## config.mk

```make
export PLATFORM = sky130hd
export DESIGN_NAME = c_subset_token_scanner
export DESIGN_NICKNAME = d
export VERILOG_FILES = /design/src/sv/tss_pkg.sv /design/src/sv/tss_step.sv /design/src/sv/tss_fifo.sv /design/src/sv/c_subset_token_scanner.sv
export SDC_FILE = /design/constraint.sdc
export NUM_CORES = 1
export LEC_CHECK = 0
export ABC_CLOCK_PERIOD_IN_PS = 4800
export BUFFER_PORTS_ARGS = -buffer_cell sky130_fd_sc_hd__buf_4
export CAP_MARGIN = 20
export CORE_UTILIZATION = 58
export CTS_CLUSTER_SIZE = 24
export DETAILED_ROUTE_END_ITERATION = 8
export HOLD_SLACK_MARGIN = 0.06
export PLACE_DENSITY = 0.75
export SYNTH_ARGS = -nofsm -noshare
export SYNTH_HDL_FRONTEND = slang
export SYNTH_SLANG_ARGS = --single-unit
```

## constraint.sdc

```tcl
create_clock -name clk -period 4.8 [get_ports clk]
set_input_delay 0 -clock clk [delete_from_list [all_inputs] [get_ports clk]]
set_output_delay 0 -clock clk [all_outputs]
set_load 0.01 [all_outputs]
```

## src/sv/tss_pkg.sv

```systemverilog
// Package for the C subset token scanner: word types, scanner state, mode and
// token kind codes, character constants and the keyword tables.
// Used by every module of the block; depends on nothing else.
`default_nettype none

package tss_pkg;

    localparam int OFFSET_WIDTH = 16;
    localparam int VALUE_WIDTH  = 32;
    localparam int ACC_WIDTH    = VALUE_WIDTH - 1;
    localparam int FIFO_DEPTH   = 4;
    localparam int FIFO_AW      = $clog2(FIFO_DEPTH);

    localparam logic [OFFSET_WIDTH-1:0] OFS_MAX = '1;
    localparam logic [ACC_WIDTH-1:0]    VAL_MAX = '1;

    // Scanner modes.
    localparam logic [2:0] M_IDLE   = 3'd0;
    localparam logic [2:0] M_KWPART = 3'd1;
    localparam logic [2:0] M_IDENT  = 3'd2;
    localparam logic [2:0] M_KWDONE = 3'd3;
    localparam logic [2:0] M_OP1    = 3'd4;
    localparam logic [2:0] M_NUM    = 3'd5;
    localparam logic [2:0] M_ERROR  = 3'd6;
    localparam logic [2:0] M_OP2    = 3'd7;

    // Token kinds.
    localparam logic [2:0] K_WORD   = 3'd0;
    localparam logic [2:0] K_IDENT  = 3'd1;
    localparam logic [2:0] K_NUMBER = 3'd2;
    localparam logic [2:0] K_EOF    = 3'd3;
    localparam logic [2:0] K_ERROR  = 3'd4;

    // Characters.
    localparam logic [7:0] CH_NUL   = 8'h00;
    localparam logic [7:0] CH_TAB   = 8'h09;
    localparam logic [7:0] CH_LF    = 8'h0A;
    localparam logic [7:0] CH_VT    = 8'h0B;
    localparam logic [7:0] CH_FF    = 8'h0C;
    localparam logic [7:0] CH_CR    = 8'h0D;
    localparam logic [7:0] CH_SPACE = " ";
    localparam logic [7:0] CH_LOW_A = "a";
    localparam logic [7:0] CH_LOW_Z = "z";
    localparam logic [7:0] CH_ZERO  = "0";
    localparam logic [7:0] CH_NINE  = "9";
    localparam logic [7:0] CH_W     = "w";
    localparam logic [7:0] CH_E     = "e";
    localparam logic [7:0] CH_F     = "f";
    localparam logic [7:0] CH_I     = "i";
    localparam logic [7:0] CH_PLUS  = "+";
    localparam logic [7:0] CH_MINUS = "-";
    localparam logic [7:0] CH_STAR  = "*";
    localparam logic [7:0] CH_SLASH = "/";
    localparam logic [7:0] CH_LPAR  = "(";
    localparam logic [7:0] CH_RPAR  = ")";
    localparam logic [7:0] CH_LT    = "<";
    localparam logic [7:0] CH_GT    = ">";
    localparam logic [7:0] CH_EQ    = "=";
    localparam logic [7:0] CH_SEMI  = ";";
    localparam logic [7:0] CH_BANG  = "!";

    // Keyword candidates.
    localparam logic [1:0] KW_WHILE = 2'd0;
    localparam logic [1:0] KW_ELSE  = 2'd1;
    localparam logic [1:0] KW_FOR   = 2'd2;
    localparam logic [1:0] KW_IF    = 2'd3;

    typedef struct packed {
        logic [7:0] ch;
        logic       text_end;
    } char_word_t;

    typedef struct packed {
        logic [2:0]              token_kind;
        logic [OFFSET_WIDTH-1:0] token_start;
        logic [OFFSET_WIDTH-1:0] token_length;
        logic [ACC_WIDTH-1:0]    number_value;
        logic                    value_saturated;
        logic                    last_token;
    } token_word_t;

    typedef struct packed {
        logic [2:0]              scan_mode;
        logic [1:0]              keyword_candidate;
        logic [7:0]              pending_operator;
        logic [OFFSET_WIDTH-1:0] token_begin;
        logic [OFFSET_WIDTH-1:0] token_count;
        logic [OFFSET_WIDTH-1:0] position;
        logic [ACC_WIDTH-1:0]    number_accumulator;
        logic                    overflow_seen;
    } scan_state_t;

    typedef struct packed {
        logic [1:0]  count;
        token_word_t word0;
        token_word_t word1;
    } push_t;

    function automatic logic [2:0] kw_len(input logic [1:0] k);
        logic [2:0] len;
        unique case (k)
            KW_WHILE: len = 3'd5;
            KW_ELSE:  len = 3'd4;
            KW_FOR:   len = 3'd3;
            KW_IF:    len = 3'd2;
            default:  len = 3'd2;
        endcase
        return len;
    endfunction

    function automatic logic [7:0] kw_char(input logic [1:0] k, input logic [2:0] idx);
        logic [39:0] txt;
        logic [39:0] shifted;
        unique case (k)
            KW_WHILE: txt = "while";
            KW_ELSE:  txt = {"else", CH_NUL};
            KW_FOR:   txt = {"for", CH_NUL, CH_NUL};
            KW_IF:    txt = {"if", CH_NUL, CH_NUL, CH_NUL};
            default:  txt = '0;
        endcase
        shifted = txt << {idx, 3'b000};
        return shifted[39:32];
    endfunction

endpackage

`default_nettype wire

```

## src/sv/tss_step.sv

```systemverilog
// Next-state and token logic of the scanner for one character word.
// Takes the registered scanner state and gives the next state and up to two
// token words. Depends on tss_pkg.
`default_nettype none

module tss_step
    import tss_pkg::*;
(
    input  wire scan_state_t state,
    input  wire char_word_t  char_word,
    output scan_state_t      state_next,
    output push_t            push
);

    logic [7:0]              c;
    logic                    end_item;
    logic                    is_lower;
    logic                    is_digit;
    logic                    is_space;
    logic                    is_op;
    logic                    do_flush;
    logic                    do_start;
    logic                    flush_valid;
    logic                    flush_err;
    token_word_t             flush_word;
    token_word_t             eof_word;
    token_word_t             err_word;
    logic [OFFSET_WIDTH-1:0] count_sat;
    logic [3:0]              digit;
    logic [ACC_WIDTH+3:0]    acc_ext;
    logic [ACC_WIDTH+3:0]    product;
    logic [2:0]              klen;

    assign c        = char_word.ch;
    assign end_item = char_word.text_end || (c == CH_NUL);
    assign is_lower = (c >= CH_LOW_A) && (c <= CH_LOW_Z);
    assign is_digit = (c >= CH_ZERO) && (c <= CH_NINE);
    assign is_space = (c == CH_SPACE) || (c == CH_TAB) || (c == CH_LF) || (c == CH_VT)
                   || (c == CH_FF) || (c == CH_CR);
    assign is_op    = (c == CH_PLUS) || (c == CH_MINUS) || (c == CH_STAR) || (c == CH_SLASH)
                   || (c == CH_LPAR) || (c == CH_RPAR) || (c == CH_LT) || (c == CH_GT)
                   || (c == CH_EQ) || (c == CH_SEMI) || (c == CH_BANG);

    assign count_sat = (state.token_count < OFS_MAX) ? state.token_count + 1'b1
                                                     : state.token_count;
    assign digit     = 4'(c - CH_ZERO);
    assign acc_ext   = (ACC_WIDTH+4)'(state.number_accumulator);
    assign product   = (acc_ext << 3) + (acc_ext << 1) + (ACC_WIDTH+4)'(digit);
    assign klen      = kw_len(state.keyword_candidate);

    always_comb
    begin
        eof_word              = '0;
        eof_word.token_kind   = K_EOF;
        eof_word.token_start  = state.position;
        eof_word.token_length = OFFSET_WIDTH'(1);
        eof_word.last_token   = 1'b1;

        err_word              = '0;
        err_word.token_kind   = K_ERROR;
        err_word.token_start  = state.position;
        err_word.token_length = OFFSET_WIDTH'(1);
        err_word.last_token   = 1'b1;
    end

    always_comb
    begin
        flush_word              = '0;
        flush_word.token_start  = state.token_begin;
        flush_word.token_length = state.token_count;
        flush_valid             = 1'b1;
        flush_err               = 1'b0;
        unique case (state.scan_mode)
            M_KWPART, M_IDENT:
            begin
                flush_word.token_kind = K_IDENT;
            end
            M_KWDONE, M_OP2:
            begin
                flush_word.token_kind = K_WORD;
            end
            M_OP1:
            begin
                flush_word.token_length = OFFSET_WIDTH'(1);
                if (state.pending_operator == CH_BANG)
                begin
                    flush_word.token_kind = K_ERROR;
                    flush_word.last_token = 1'b1;
                    flush_err             = 1'b1;
                end
                else
                begin
                    flush_word.token_kind = K_WORD;
                end
            end
            M_NUM:
            begin
                flush_word.token_kind      = K_NUMBER;
                flush_word.number_value    = state.number_accumulator;
                flush_word.value_saturated = state.overflow_seen;
            end
            M_IDLE, M_ERROR:
            begin
                flush_valid = 1'b0;
            end
            default:
            begin
                flush_valid = 1'b0;
            end
        endcase
    end

    always_comb
    begin
        state_next = state;
        push       = '0;
        do_flush   = 1'b0;
        do_start   = 1'b0;

        if (end_item)
        begin
            if (state.scan_mode != M_ERROR)
            begin
                if (flush_valid)
                begin
                    push.word0 = flush_word;
                    push.count = 2'd1;
                end
                if (!flush_err)
                begin
                    if (push.count == 2'd0)
                    begin
                        push.word0 = eof_word;
                    end
                    else
                    begin
                        push.word1 = eof_word;
                    end
                    push.count = push.count + 2'd1;
                end
            end
            state_next = '0;
        end
        else
        begin
            unique case (state.scan_mode)
                M_ERROR:
                begin
                end
                M_KWPART:
                begin
                    if (is_lower)
                    begin
                        if ((state.token_count < OFFSET_WIDTH'(klen))
                            && (kw_char(state.keyword_candidate, state.token_count[2:0]) == c))
                        begin
                            state_next.token_count = state.token_count + 1'b1;
                            if (state.token_count + 1'b1 == OFFSET_WIDTH'(klen))
                            begin
                                state_next.scan_mode = M_KWDONE;
                            end
                        end
                        else
                        begin
                            state_next.token_count = count_sat;
                            state_next.scan_mode   = M_IDENT;
                        end
                    end
                    else
                    begin
                        do_flush = 1'b1;
                        do_start = 1'b1;
                    end
                end
                M_IDENT:
                begin
                    if (is_lower)
                    begin
                        state_next.token_count = count_sat;
                    end
                    else
                    begin
                        do_flush = 1'b1;
                        do_start = 1'b1;
                    end
                end
                M_NUM:
                begin
                    if (is_digit)
                    begin
                        if (state.overflow_seen || (product > (ACC_WIDTH+4)'(VAL_MAX)))
                        begin
                            state_next.number_accumulator = VAL_MAX;
                            state_next.overflow_seen      = 1'b1;
                        end
                        else
                        begin
                            state_next.number_accumulator = product[ACC_WIDTH-1:0];
                        end
                        state_next.token_count = count_sat;
                    end
                    else
                    begin
                        do_flush = 1'b1;
                        do_start = 1'b1;
                    end
                end
                M_OP1:
                begin
                    if ((c == CH_EQ) && ((state.pending_operator == CH_LT)
                        || (state.pending_operator == CH_GT)
                        || (state.pending_operator == CH_EQ)
                        || (state.pending_operator == CH_BANG)))
                    begin
                        state_next.token_count = OFFSET_WIDTH'(2);
                        state_next.scan_mode   = M_OP2;
                    end
                    else
                    begin
                        do_flush = 1'b1;
                        do_start = !flush_err;
                    end
                end
                M_KWDONE, M_OP2:
                begin
                    do_flush = 1'b1;
                    do_start = 1'b1;
                end
                M_IDLE:
                begin
                    do_start = 1'b1;
                end
                default:
                begin
                    do_start = 1'b1;
                end
            endcase

            if (do_flush)
            begin
                if (flush_valid)
                begin
                    push.word0 = flush_word;
                    push.count = 2'd1;
                end
                state_next.scan_mode = flush_err ? M_ERROR : M_IDLE;
            end

            if (do_start && !is_space)
            begin
                state_next.token_begin = state.position;
                state_next.token_count = OFFSET_WIDTH'(1);
                if (is_lower)
                begin
                    if (c == CH_W || c == CH_E || c == CH_F || c == CH_I)
                    begin
                        priority case (1'b1)
                            (c == CH_W): state_next.keyword_candidate = KW_WHILE;
                            (c == CH_E): state_next.keyword_candidate = KW_ELSE;
                            (c == CH_F): state_next.keyword_candidate = KW_FOR;
                            default:     state_next.keyword_candidate = KW_IF;
                        endcase
                        state_next.scan_mode = M_KWPART;
                    end
                    else
                    begin
                        state_next.scan_mode = M_IDENT;
                    end
                end
                else if (is_digit)
                begin
                    state_next.number_accumulator = ACC_WIDTH'(digit);
                    state_next.overflow_seen      = 1'b0;
                    state_next.scan_mode          = M_NUM;
                end
                else if (is_op)
                begin
                    state_next.pending_operator = c;
                    state_next.scan_mode        = M_OP1;
                end
                else
                begin
                    if (push.count == 2'd0)
                    begin
                        push.word0 = err_word;
                    end
                    else
                    begin
                        push.word1 = err_word;
                    end
                    push.count           = push.count + 2'd1;
                    state_next.scan_mode = M_ERROR;
                end
            end

            state_next.position = state.position + 1'b1;
        end
    end

endmodule

`default_nettype wire

```

## src/sv/tss_fifo.sv

```systemverilog
// Small output queue of token words: takes up to two words a cycle, gives one when popped.
// Reports whether room remains for two more. Depends on tss_pkg.
`default_nettype none

module tss_fifo
    import tss_pkg::*;
(
    input  wire         clk,
    input  wire         rst_n,
    input  wire push_t  push,
    input  wire         pop,
    output logic        not_empty,
    output logic        room_for_two,
    output token_word_t head
);

    token_word_t          entry_reg [FIFO_DEPTH];
    logic [FIFO_AW-1:0]   wr_ptr_reg;
    logic [FIFO_AW-1:0]   wr_ptr_next;
    logic [FIFO_AW-1:0]   rd_ptr_reg;
    logic [FIFO_AW-1:0]   rd_ptr_next;
    logic [FIFO_AW:0]     count_reg;
    logic [FIFO_AW:0]     count_next;
    logic [FIFO_AW-1:0]   wr_ptr_plus;
    logic                 do_pop;

    assign not_empty    = (count_reg != '0);
    assign room_for_two = (count_reg <= (FIFO_AW+1)'(FIFO_DEPTH - 2));
    assign head         = entry_reg[rd_ptr_reg];
    assign do_pop       = pop && not_empty;
    assign wr_ptr_plus  = wr_ptr_reg + 1'b1;

    always_comb
    begin
        wr_ptr_next = wr_ptr_reg + FIFO_AW'(push.count);
        rd_ptr_next = do_pop ? rd_ptr_reg + 1'b1 : rd_ptr_reg;
        count_next  = count_reg + (FIFO_AW+1)'(push.count) - (FIFO_AW+1)'(do_pop);
    end

    always_ff @(posedge clk or negedge rst_n)
    begin
        if (!rst_n)
        begin
            wr_ptr_reg <= '0;
            rd_ptr_reg <= '0;
            count_reg  <= '0;
        end
        else
        begin
            wr_ptr_reg <= wr_ptr_next;
            rd_ptr_reg <= rd_ptr_next;
            count_reg  <= count_next;
        end
    end

    always_ff @(posedge clk)
    begin
        if (push.count != 2'd0)
        begin
            entry_reg[wr_ptr_reg] <= push.word0;
        end
        if (push.count == 2'd2)
        begin
            entry_reg[wr_ptr_plus] <= push.word1;
        end
    end

endmodule

`default_nettype wire

```

## src/sv/c_subset_token_scanner.sv

```systemverilog
// Flow: a character word is taken into an input register and scanned from there
// once the token queue has room; the token words it completes go into the queue.
// Throughput: one character word per cycle, but input stalls while the four-entry
// token queue holds three or more; one token word out per cycle unless token_stall.
// Reset: rst_n clears the scanner state and the queue at once; no clearing pass.
// Top level of the token scanner; depends on tss_pkg, tss_step and tss_fifo.
`default_nettype none

module c_subset_token_scanner
    import tss_pkg::*;
(
    input  wire         clk,
    input  wire         rst_n,
    input  wire         char_valid,
    output logic        char_stall,
    input  wire char_word_t  char_word,
    output logic        token_valid,
    input  wire         token_stall,
    output token_word_t token_word
);

    logic        in_valid_reg;
    logic        in_valid_next;
    char_word_t  in_word_reg;
    scan_state_t state_reg;
    scan_state_t state_next;
    scan_state_t step_state;
    push_t       step_push;
    push_t       fifo_push;
    logic        room_for_two;
    logic        process;
    logic        accept;

    assign process    = in_valid_reg && room_for_two;
    assign char_stall = in_valid_reg && !room_for_two;
    assign accept     = char_valid && !char_stall;

    tss_step u_step (
        .state      (state_reg),
        .char_word  (in_word_reg),
        .state_next (step_state),
        .push       (step_push)
    );

    always_comb
    begin
        state_next    = process ? step_state : state_reg;
        fifo_push     = process ? step_push : '0;
        in_valid_next = accept ? 1'b1 : (process ? 1'b0 : in_valid_reg);
    end

    always_ff @(posedge clk or negedge rst_n)
    begin
        if (!rst_n)
        begin
            in_valid_reg <= 1'b0;
            state_reg    <= '0;
        end
        else
        begin
            in_valid_reg <= in_valid_next;
            state_reg    <= state_next;
        end
    end

    always_ff @(posedge clk)
    begin
        if (accept)
        begin
            in_word_reg <= char_word;
        end
    end

    tss_fifo u_fifo (
        .clk          (clk),
        .rst_n        (rst_n),
        .push         (fifo_push),
        .pop          (!token_stall),
        .not_empty    (token_valid),
        .room_for_two (room_for_two),
        .head         (token_word)
    );

endmodule

`default_nettype wire

```

==> metrics.md, run 1 <==
| Metric | Value |
|---|---|
| Outcome | finished clean |
| CTS tree | done |
| Share of layout cells above drive strength 1 | 13.5% |
| Sequential cell area fraction in the yosys report | 42.1% |
| Grt total ovfl | 0 |
| Via count | 19,500 |
| Yosys reg bits | 382 |
| Final Hold Fails | 0 |
| Final setup viols | 0 |
| Max reg flops | 272 |
| Syn_nets | 2,440 |
| Gate Count Post-Synth | 2,345 |
| Vias in the first global route | 19,300 |
| Fin Clk Skew | 0.0275 ns |
| Crit path arrival time | 4.90 ns |
| Fmax achieved | 227 MHz |
| Initial antenna violation count | 0 |
| Worst Hold End | in_word_reg[7] |
| Final routed DRC violation total | 0 |
| R2R setup slack | 0.39 ns |
| Final period util | 91.9% |
| HP Start | char_word[7] |
| Setup CP Type | register to register |
| Pre-Repair DR Iteration Count | 6 |
| Commonest non-fill, non-tap cells in the layout | nand2_1 (326), nand3_1 (286), dfxtp_1 (188) |
| RSZ-0062 raised after global routing | false |
| Largest net degree at the start of global routing | 129 |
| Commonest non-fill, non-tap cell in the layout | nand2_1 |
| Total placed cells including tap cells | 2,751 |
| # Max-Cap Violations | 0 |
| DPL Wire Length | 39,600 microns |
| Ports | 83 |
| Clock Latency Late Sink | 0.58 ns |
| H-Tree Depth | 2 |
| Worst setup margin | 0.388 ns |
| Initial drt markers | 1,932 |
| GR Util All Layers | 33.8% |
| Fin cells | 2,842 |
| Yosys Warn Count | 0 |
| Mean Syn Cell Area | 9.20 sq um |
| Core area | 36,600 sq um |
| Cell area after synthesis | 21,600 sq um |
| Max Slew Vio Count | 0 |
| Routed vias/inst | 6.86 |
| Routability cong. | 0.926 |
| Rel. slew slack | 23.1% |
| Post-DRT Antenna Nets | 0 |
| Clock slew at reported path FFs | 0.06 ns |
| Setup crit end kind | register |
| N_diodes | 0 |
| CP startpoint kind | register |
| Root buf cell | clkbuf_16 |
| First-pass GRT wire length | 103,000 microns |
| Power per standard cell area | 518 nW/um^2 |
| Leak pwr | 8.94 nW |
| Req. time, crit path | 5.29 ns |
| Cell depth of the worst flop-to-flop path | 15 |
| Number of I/O port buffers | 82 |
| Max FO, Critical Path | 36 |
| Final nets | 2,436 |
| Final setup TNS | 0 ns |
| Worst Hold Class | input pin to register |
| Hold depth | 2 |
| Cts bufs inserted | 41 |
| Count of different cell masters after synthesis | 84 |
| Starting Density | 58.9% |
| Post-synth EDFFs | 93 |
| Biggest area consumer among synthesized cells | dfxtp_1 |
| Maximum VDD drop | 0.452 mV |
| Routed wire per std cell | 22.5 microns |
| CTS Buffer Depth | 3 |
| Area growth syn-to-layout | 11.2% |
| Async S/R FF share, synth | 26.4% |
| Place WS | 0.532 ns |
| Ranking of synthesized cells by area | dfxtp_1 (17%), edfxtp_1 (13%), dfrtp_1 (12%), mux4_2 (7.1%), nand3_1 (6.6%) |
| Tmin final | 4.41 ns |
| Reg-to-Reg End | u_fifo.entry_reg[2][25] |
| Ys flop type | dfxtp_1 |
| Row Count | 70 |
| Die Width | 195 microns |
| Die H | 195 microns |
| Die ar. | 38,000 sq um |
| Share of the synthesized area in the top cell type | 17.4% |
| R2r startpoint | in_word_reg[5] |
| CTS sink count | 382 |
| Total Wirelength | 63,900 microns |
| Worst slew pin tran | 1.15 ns |
[cell families (layout without fill, tap and decap cells)]
group / Yosys count / in the layout / synth area share, %
buffers and inverters: 252 / 281 / 4.90
DFF: 382 / 382 / 42.1
and+or+nand+nor: 856 / 856 / 18.4
xor gates and xnor gates: 52 / 52 / 2.11
AOI/OAI and AO/OA: 645 / 645 / 20.0
muxes: 76 / 76 / 7.57
adders and majority gates: 82 / 82 / 4.86
[worst max-delay path by stage]
stage	cells past startpoint	end	slack (ns)	startpoint
floorplan	19	u_fifo.entry_reg[3][0]	0.51	in_word_reg[1]
global placement	14	state_reg[18]	0.50	in_word_reg[4]
detailed placement	14	state_reg[21]	0.53	in_word_reg[4]
CTS	15	u_fifo.entry_reg[2][25]	0.46	in_word_reg[5]
global route	15	u_fifo.entry_reg[2][25]	0.05	in_word_reg[5]
finish	15	u_fifo.entry_reg[2][25]	0.39	in_word_reg[5]
[final cells by class]
cell class                 instances  area (sq um)
tap                              468           586
clock buffer                      56          1170
clock inverter                    20           158
sequential                       382          9090
fill                            2966         12600
timing repair buffer             159          1290
inverter                          46           173
multi-input combinational       1711         11500
[worst max-delay path, cell delays in order, from the launching register on]
cell	delay, ns
edfxtp_1	0.38
or4_1	0.57
a21oi_1	0.27
o211ai_1	0.24
o211ai_1	0.19
ha_1	0.18
nand2_1	0.05
nor4b_1	0.29
nand2_1	0.19
nand2b_1	0.28
inv_2	0.12
nor2b_1	0.37
a31o_2	0.51
buf_12	0.31
nand3_1	0.15
a31oi_1	0.20
[per-layer routing]
layer  vias to the layer above  wire (microns)  GRT usage (%)
met3                       167            4950           5.15
met5                         -               0              0
met2                       950           31400           57.3
li1                       8825               -              -
met1                      9548           25200           42.5
met4                         0            2310           15.7
[report_power, final]
part           internal, mW  switching, mW  leakage [nW]
sequential             3.84          0.505          3.72
combinational          1.55           3.37          4.55
clock                  1.83           1.34         0.665
total                  7.22           5.21          8.94
[cells in the mapped netlist, types with 6 or more instances]
cell	count
a221oi_1	10
o311ai_0	7
a221o_1	23
mux4_2	68
buf_2	32
o22ai_1	50
a211oi_1	16
nand2b_1	19
ha_1	79
nand4_1	14
a21o_1	13
buf_1	19
a31oi_1	111
xor2_1	26
o21ai_1	13
edfxtp_1	93
a22o_1	21
o21ai_0	119
and2_1	8
nand3_1	286
nand2_1	326
a21oi_1	128
buf_6	8
clkbuf_1	143
nor4_1	13
inv_1	45
nor2_1	79
xnor2_1	26
and3_1	13
a32o_1	50
nand3b_1	6
o31ai_1	14
dfxtp_1	188
or3_1	11
dfrtp_1	101
o211ai_1	18
nor3_1	48
nor2b_1	11
[stage by stage]
stage | hold WS [ns] | utilization (%) | power (mW) | instance area [sq um]
5_1_grt | 0.154 | 65.5 | 12.9 | 24000
3_5_place_dp | 0.0831 | 61.5 | 9.23 | 22500
3_3_place_gp | 0.0854 | 61.5 | 9.12 | 22500
4_1_cts | 0.136 | 65.5 | 12.4 | 24000
6_report | 0.158 | 65.5 | 12.4 | 24000
2_1_floorplan | -0.296 | - | 7.44 | 21600
[what timing repair did]
item                                   in CTS  in global routing
hold buffers                               14                  0
endpoints found under the hold margin      72                  0
resized for setup                           0                  0
setup buffers                               0                  0
No activity file was read; power rests on OpenSTA's default activity.
==> run 2, diff against run 1 <==
- CORE_UTILIZATION: 58 -> 45
- PLACE_DENSITY: 0.75 -> unset
==> metrics.md, run 2 (synthesis gave the netlist of run 1 again) <==
| Metric | Value |
|---|---|
| Outcome | finished clean |
| Register Area | 9090 sq um |
| Fmax achieved | 225 MHz |
| Crit path arrival time | 4.90 ns |
| GR Util All Layers | 26.8% |
| Cts bufs inserted | 43 |
| DPL Wire Length | 41,200 microns |
| # Post-CTS Setup Buffers | 0 |
| Grt total ovfl | 0 |
| Final nets | 2,442 |
| Final Hold Fails | 0 |
| N_diodes | 0 |
| Final period util | 92.7% |
| CP startpoint kind | register |
| Multi-input gate area | 11,500 sq um |
| Req. time, crit path | 5.25 ns |
| Vias in the first global route | 18,600 |
| Max FO, Critical Path | 14 |
| Max reg flops | 272 |
| Leak pwr | 8.98 nW |
| Final setup viols | 0 |
| Area growth syn-to-layout | 12.7% |
| Initial antenna violation count | 0 |
| Met1 WL | 27,700 microns |
| Total Wirelength | 66,000 microns |
| Tmin final | 4.45 ns |
| Via count | 19,200 |
| Power per standard cell area | 520 nW/um^2 |
| Number of I/O port buffers | 82 |
| Share of layout cells above drive strength 1 | 13.6% |
| CTS Buffer Depth | 3 |
| Commonest non-fill, non-tap cells in the layout | nand2_1 (326), nand3_1 (286), dfxtp_1 (188) |
| Max Slew Vio Count | 0 |
| Post-cts repair resize count | 0 |
| Fin Clk Skew | 0.0405 ns |
| Largest net degree at the start of global routing | 129 |
| Critical path's top delay family | compound AO/OA/AOI/OAI gates |
| Root buf cell | clkbuf_16 |
| Worst Hold Class | input pin to register |
| Initial drt markers | 1,627 |
| Fill cell count | 4,220 |
| Cell Chain, Critical Path | buf_4 -> inv_1 -> fa_1 -> fa_1 -> nand2b_1 -> a21oi_1 -> o21ai_0 -> o21ai_1 -> buf_4 -> a21oi_1 -> o21ba_2 -> o21ai_1 -> buf_4 -> nor4_1 -> o31ai_1 |
| CTS sink count | 382 |
| Die H | 221 microns |
| RSZ-0062 raised after global routing | false |
| CP max stage delay | 0.75 ns |
| Clock slew at reported path FFs | 0.06 ns |
| Routed vias/inst | 6.43 |
| Maximum VDD drop | 0.383 mV |
| Die Width | 221 microns |
| CP max stage cell | o21ai_1 |
| Setup crit end kind | register |
| Routability cong. | 0.885 |
| Routed met3 length | 4130 microns |
| Row Count | 79 |
| Die ar. | 48,800 sq um |
| Rel. slew slack | 35.5% |
| Commonest non-fill, non-tap cell in the layout | nand2_1 |
| Worst slew pin tran | 0.961 ns |
| H-Tree Depth | 2 |
| Total placed cells including tap cells | 2,894 |
| Pre-Repair DR Iteration Count | 6 |
| Clock Latency Late Sink | 0.59 ns |
| Core area | 47,000 sq um |
| Max layer used | met4 |
| Final routed DRC violation total | 0 |
| Place WS | 0.402 ns |
| Fin cells | 2,988 |
| Ports | 83 |
| Post-DRT Antenna Nets | 0 |
| First-pass GRT wire length | 105,000 microns |
| Worst setup margin | 0.352 ns |
| Setup CP Type | register to register |
| CP most frequent cell | buf_4 |
| # Max-Cap Violations | 0 |
| Final setup TNS | 0 ns |
| Routed wire per std cell | 22.1 microns |
| Starting Density | 46.0% |
| CTS tree | done |
| Worst path bufs/invs | 4 |
| Metal2 WL | 32,200 microns |
-- run 2: final cells by class --
class,count,share of cell area [%]
Clock buffer,57,4.89
Clock inverter,22,0.844
Inverter,46,0.710
Multi-Input combinational cell,1711,47.4
Sequential cell,382,37.4
Tap cell,607,3.12
Timing Repair Buffer,163,5.64
-- run 2: per-layer routing --
| metal | GRT usage [%] | up-vias |
|---|---|---|
| met3 | 4.25 | 137 |
| met4 | 9.72 | 0 |
| li1 | - | 8838 |
| met5 | 0 | - |
| met2 | 45.1 | 719 |
| met1 | 34.8 | 9504 |
-- run 2: power by group --
part | internal [mW] | switching (mW) | total [mW]
Combinational | 1.60 | 3.51 | 5.11
Clock | 1.91 | 1.38 | 3.29
Sequential | 3.84 | 0.402 | 4.24
-- run 2: final timing paths --
path | from | to | slack, ns | depth (start not counted)
hold reg to reg | u_fifo.entry_reg[0][40] | u_fifo.entry_reg[0][40] | 0.45 | 2
hold / removal | char_word[0] | in_word_reg[0] | 0.14 | 2
min in group asynchronous | rst_n | u_fifo.wr_ptr_reg[0] | 0.52 | 4
setup reg to reg | in_word_reg[4] | state_reg[2] | 0.35 | 15
max in group asynchronous | rst_n | in_valid_reg | 3.42 | 4
setup / recovery | in_word_reg[4] | state_reg[2] | 0.35 | 15
-- run 2: repair_timing --
action | CTS | global route
setup endpoints to repair | 0 | 0
hold buffers | 14 | 0
endpoints found under the hold margin | 62 | 0
-- run 2: stage by stage --
| step | util [%] | instance area, sq um | power, mW | hold WS, ns |
|---|---|---|---|---|
| floorplan | - | 21600 | 7.44 | -0.296 |
| global placement | 48.4 | 22700 | 9.30 | 0.0381 |
| detailed placement | 48.4 | 22700 | 9.36 | 0.0463 |
| CTS | 51.7 | 24300 | 12.7 | 0.107 |
| global route | 51.8 | 24300 | 13.3 | 0.115 |
| finish | 51.8 | 24300 | 12.6 | 0.144 |
==> run 3, diff against run 2 <==
- CORE_MARGIN: unset -> 1.5
==> metrics.md, run 3 (synthesis gave the netlist of run 1 again) <==
| Metric | Value |
|---|---|
| Die ar. | 49,300 sq um |
| Routed vias/inst | 6.41 |
| Post-DRT Antenna Nets | 0 |
| Max FO, Critical Path | 14 |
| Req. time, crit path | 5.27 ns |
| CP most frequent cell | buf_4 |
| Total Wirelength | 66,800 microns |
| CP startpoint kind | register |
| Int Power | 7.43 mW |
| HP Start | char_word[0] |
| CP max stage delay | 0.73 ns |
| Via count | 19,200 |
| Die H | 222 microns |
| Cell Chain, Critical Path | buf_4 -> inv_1 -> fa_1 -> fa_1 -> nand2b_1 -> a21oi_1 -> o21ai_0 -> o21ai_1 -> buf_4 -> a21oi_1 -> o21ba_2 -> o21ai_1 -> buf_4 -> nor4_1 -> o31ai_1 |
| Row Count | 80 |
| Worst slew pin tran | 1.17 ns |
| Cts bufs inserted | 43 |
| Final setup TNS | 0 ns |
| Power per standard cell area | 524 nW/um^2 |
| Share of layout cells above drive strength 1 | 13.6% |
| Vias in the first global route | 18,900 |
| CTS sink count | 382 |
| Number of I/O port buffers | 82 |
| Worst Hold Class | input pin to register |
| Place WS | 0.488 ns |
| Clk pwr share | 26.3% |
| Clock Latency Late Sink | 0.59 ns |
| GR Util All Layers | 26.7% |
| Core area | 47,500 sq um |
| Commonest non-fill, non-tap cell in the layout | nand2_1 |
| Final Hold Fails | 0 |
| Area after DPL | 22,700 sq um |
| Final nets | 2,443 |
| Fin Clk Skew | 0.0278 ns |
| Rel. slew slack | 22.0% |
| Setup crit end kind | register |
| Launch point of the worst path | in_word_reg[4] |
| CP max stage cell | o21ai_1 |
| Fill cell count | 4,330 |
| CTS Buffer Depth | 3 |
| Multi-input gate area | 11,500 sq um |
| Clock slew at reported path FFs | 0.06 ns |
| # Max-Cap Violations | 0 |
| Pre-Repair DR Iteration Count | 6 |
| Area growth syn-to-layout | 12.9% |
| Ports | 83 |
| Grt total ovfl | 0 |
| Worst setup margin | 0.445 ns |
| N_diodes | 0 |
| Starting Density | 45.4% |
| Final routed DRC violation total | 0 |
| Initial drt markers | 1,954 |
| Sw frac | 41.8% |
| Die Width | 222 microns |
| First-pass GRT wire length | 106,000 microns |
| Final period util | 90.7% |
| Logic gate share of total power | 40.7% |
| Leak pwr | 9.02 nW |
| Crit path arrival time | 4.82 ns |
| Max reg flops | 272 |
| Psw | 5.33 mW |
| Largest net degree at the start of global routing | 129 |
| Routability cong. | 0.904 |
| Commonest non-fill, non-tap cells in the layout | nand2_1 (326), nand3_1 (286), dfxtp_1 (188) |
| Final setup viols | 0 |
| Max Slew Vio Count | 0 |
| # Post-CTS Setup Buffers | 0 |
| Fmax achieved | 230 MHz |
| Maximum VDD drop | 0.428 mV |
| Tmin final | 4.35 ns |
| Routed wire per std cell | 22.3 microns |
| Root buf cell | clkbuf_16 |
| Flop pwr share | 33.0% |
| Setup CP Type | register to register |
| Initial antenna violation count | 0 |
| RSZ-0062 raised after global routing | false |
| DPL Wire Length | 41,700 microns |
| Outcome | finished clean |
| Post-route cell area | 24,400 sq um |
| CTS tree | done |
| R2r startpoint | in_word_reg[4] |
| Register Area | 9090 sq um |
| H-Tree Depth | 2 |
==> run 3: worst max-delay path: cells and delay by family, from the launching register on <==
family / cells / cell delay [ns]
AND/OR/NAND/NOR: 2 / 0.25
buffers and inverters: 4 / 0.82
AO/OA/AOI/OAI: 7 / 1.85
flip-flops: 1 / 0.34
adder cells (fa/ha/maj): 2 / 0.99
==> run 3: layer usage <==
| metal | vias up | wire (microns) | GRT usage (%) |
|---|---|---|---|
| met4 | 0 | 1580 | 8.51 |
| met2 | 700 | 32900 | 45.8 |
| met5 | - | 0 | 0 |
| met3 | 124 | 4210 | 4.06 |
| li1 | 8832 | - | - |
| met1 | 9560 | 28100 | 34.6 |
==> run 3: power by group through the flow <==
stage	clock, mW	sequential [mW]	combinational (mW)
2_1_floorplan	0	4.04	3.40
3_3_place_gp	0	4.35	4.96
3_5_place_dp	0	4.28	5.10
4_1_cts	3.40	4.21	5.13
5_1_grt	3.53	4.26	5.54
6_report	3.36	4.21	5.19
==> run 3: worst paths after layout <==
kind	to	slack (ns)	depth (start not counted)
worst max-delay path	state_reg[3]	0.45	15
worst min-delay path	in_word_reg[0]	0.15	2
worst max register to register	state_reg[3]	0.45	15
worst min register to register	u_fifo.entry_reg[1][42]	0.45	2
max in group asynchronous	in_valid_reg	3.43	4
min in group asynchronous	state_reg[19]	0.56	4
==> run 3: per-stage QoR <==
step | cells | utilization (%) | hold slack, ns | total power [mW]
2_1_floorplan | 2345 | - | -0.296 | 7.44
3_3_place_gp | 2902 | 47.8 | 0.0566 | 9.32
6_report | 2998 | 51.2 | 0.151 | 12.8
3_5_place_dp | 2903 | 47.8 | 0.0601 | 9.38
5_1_grt | 2998 | 51.2 | 0.140 | 13.3
4_1_cts | 2997 | 51.2 | 0.129 | 12.7
==> run 3: what timing repair did <==
item,4_1_cts,5_1_grt
resized for setup,0,0
endpoints found under the hold margin,64,0
hold buffers,14,0
==> run 3: cell type report <==
class	instances	area share [%]
Multi-Input combinational cell	1711	47.3
Inverter	46	0.709
Timing Repair Buffer	164	5.64
Clock buffer	65	5.40
Tap cell	615	3.16
Sequential cell	382	37.3
Clock inverter	15	0.472
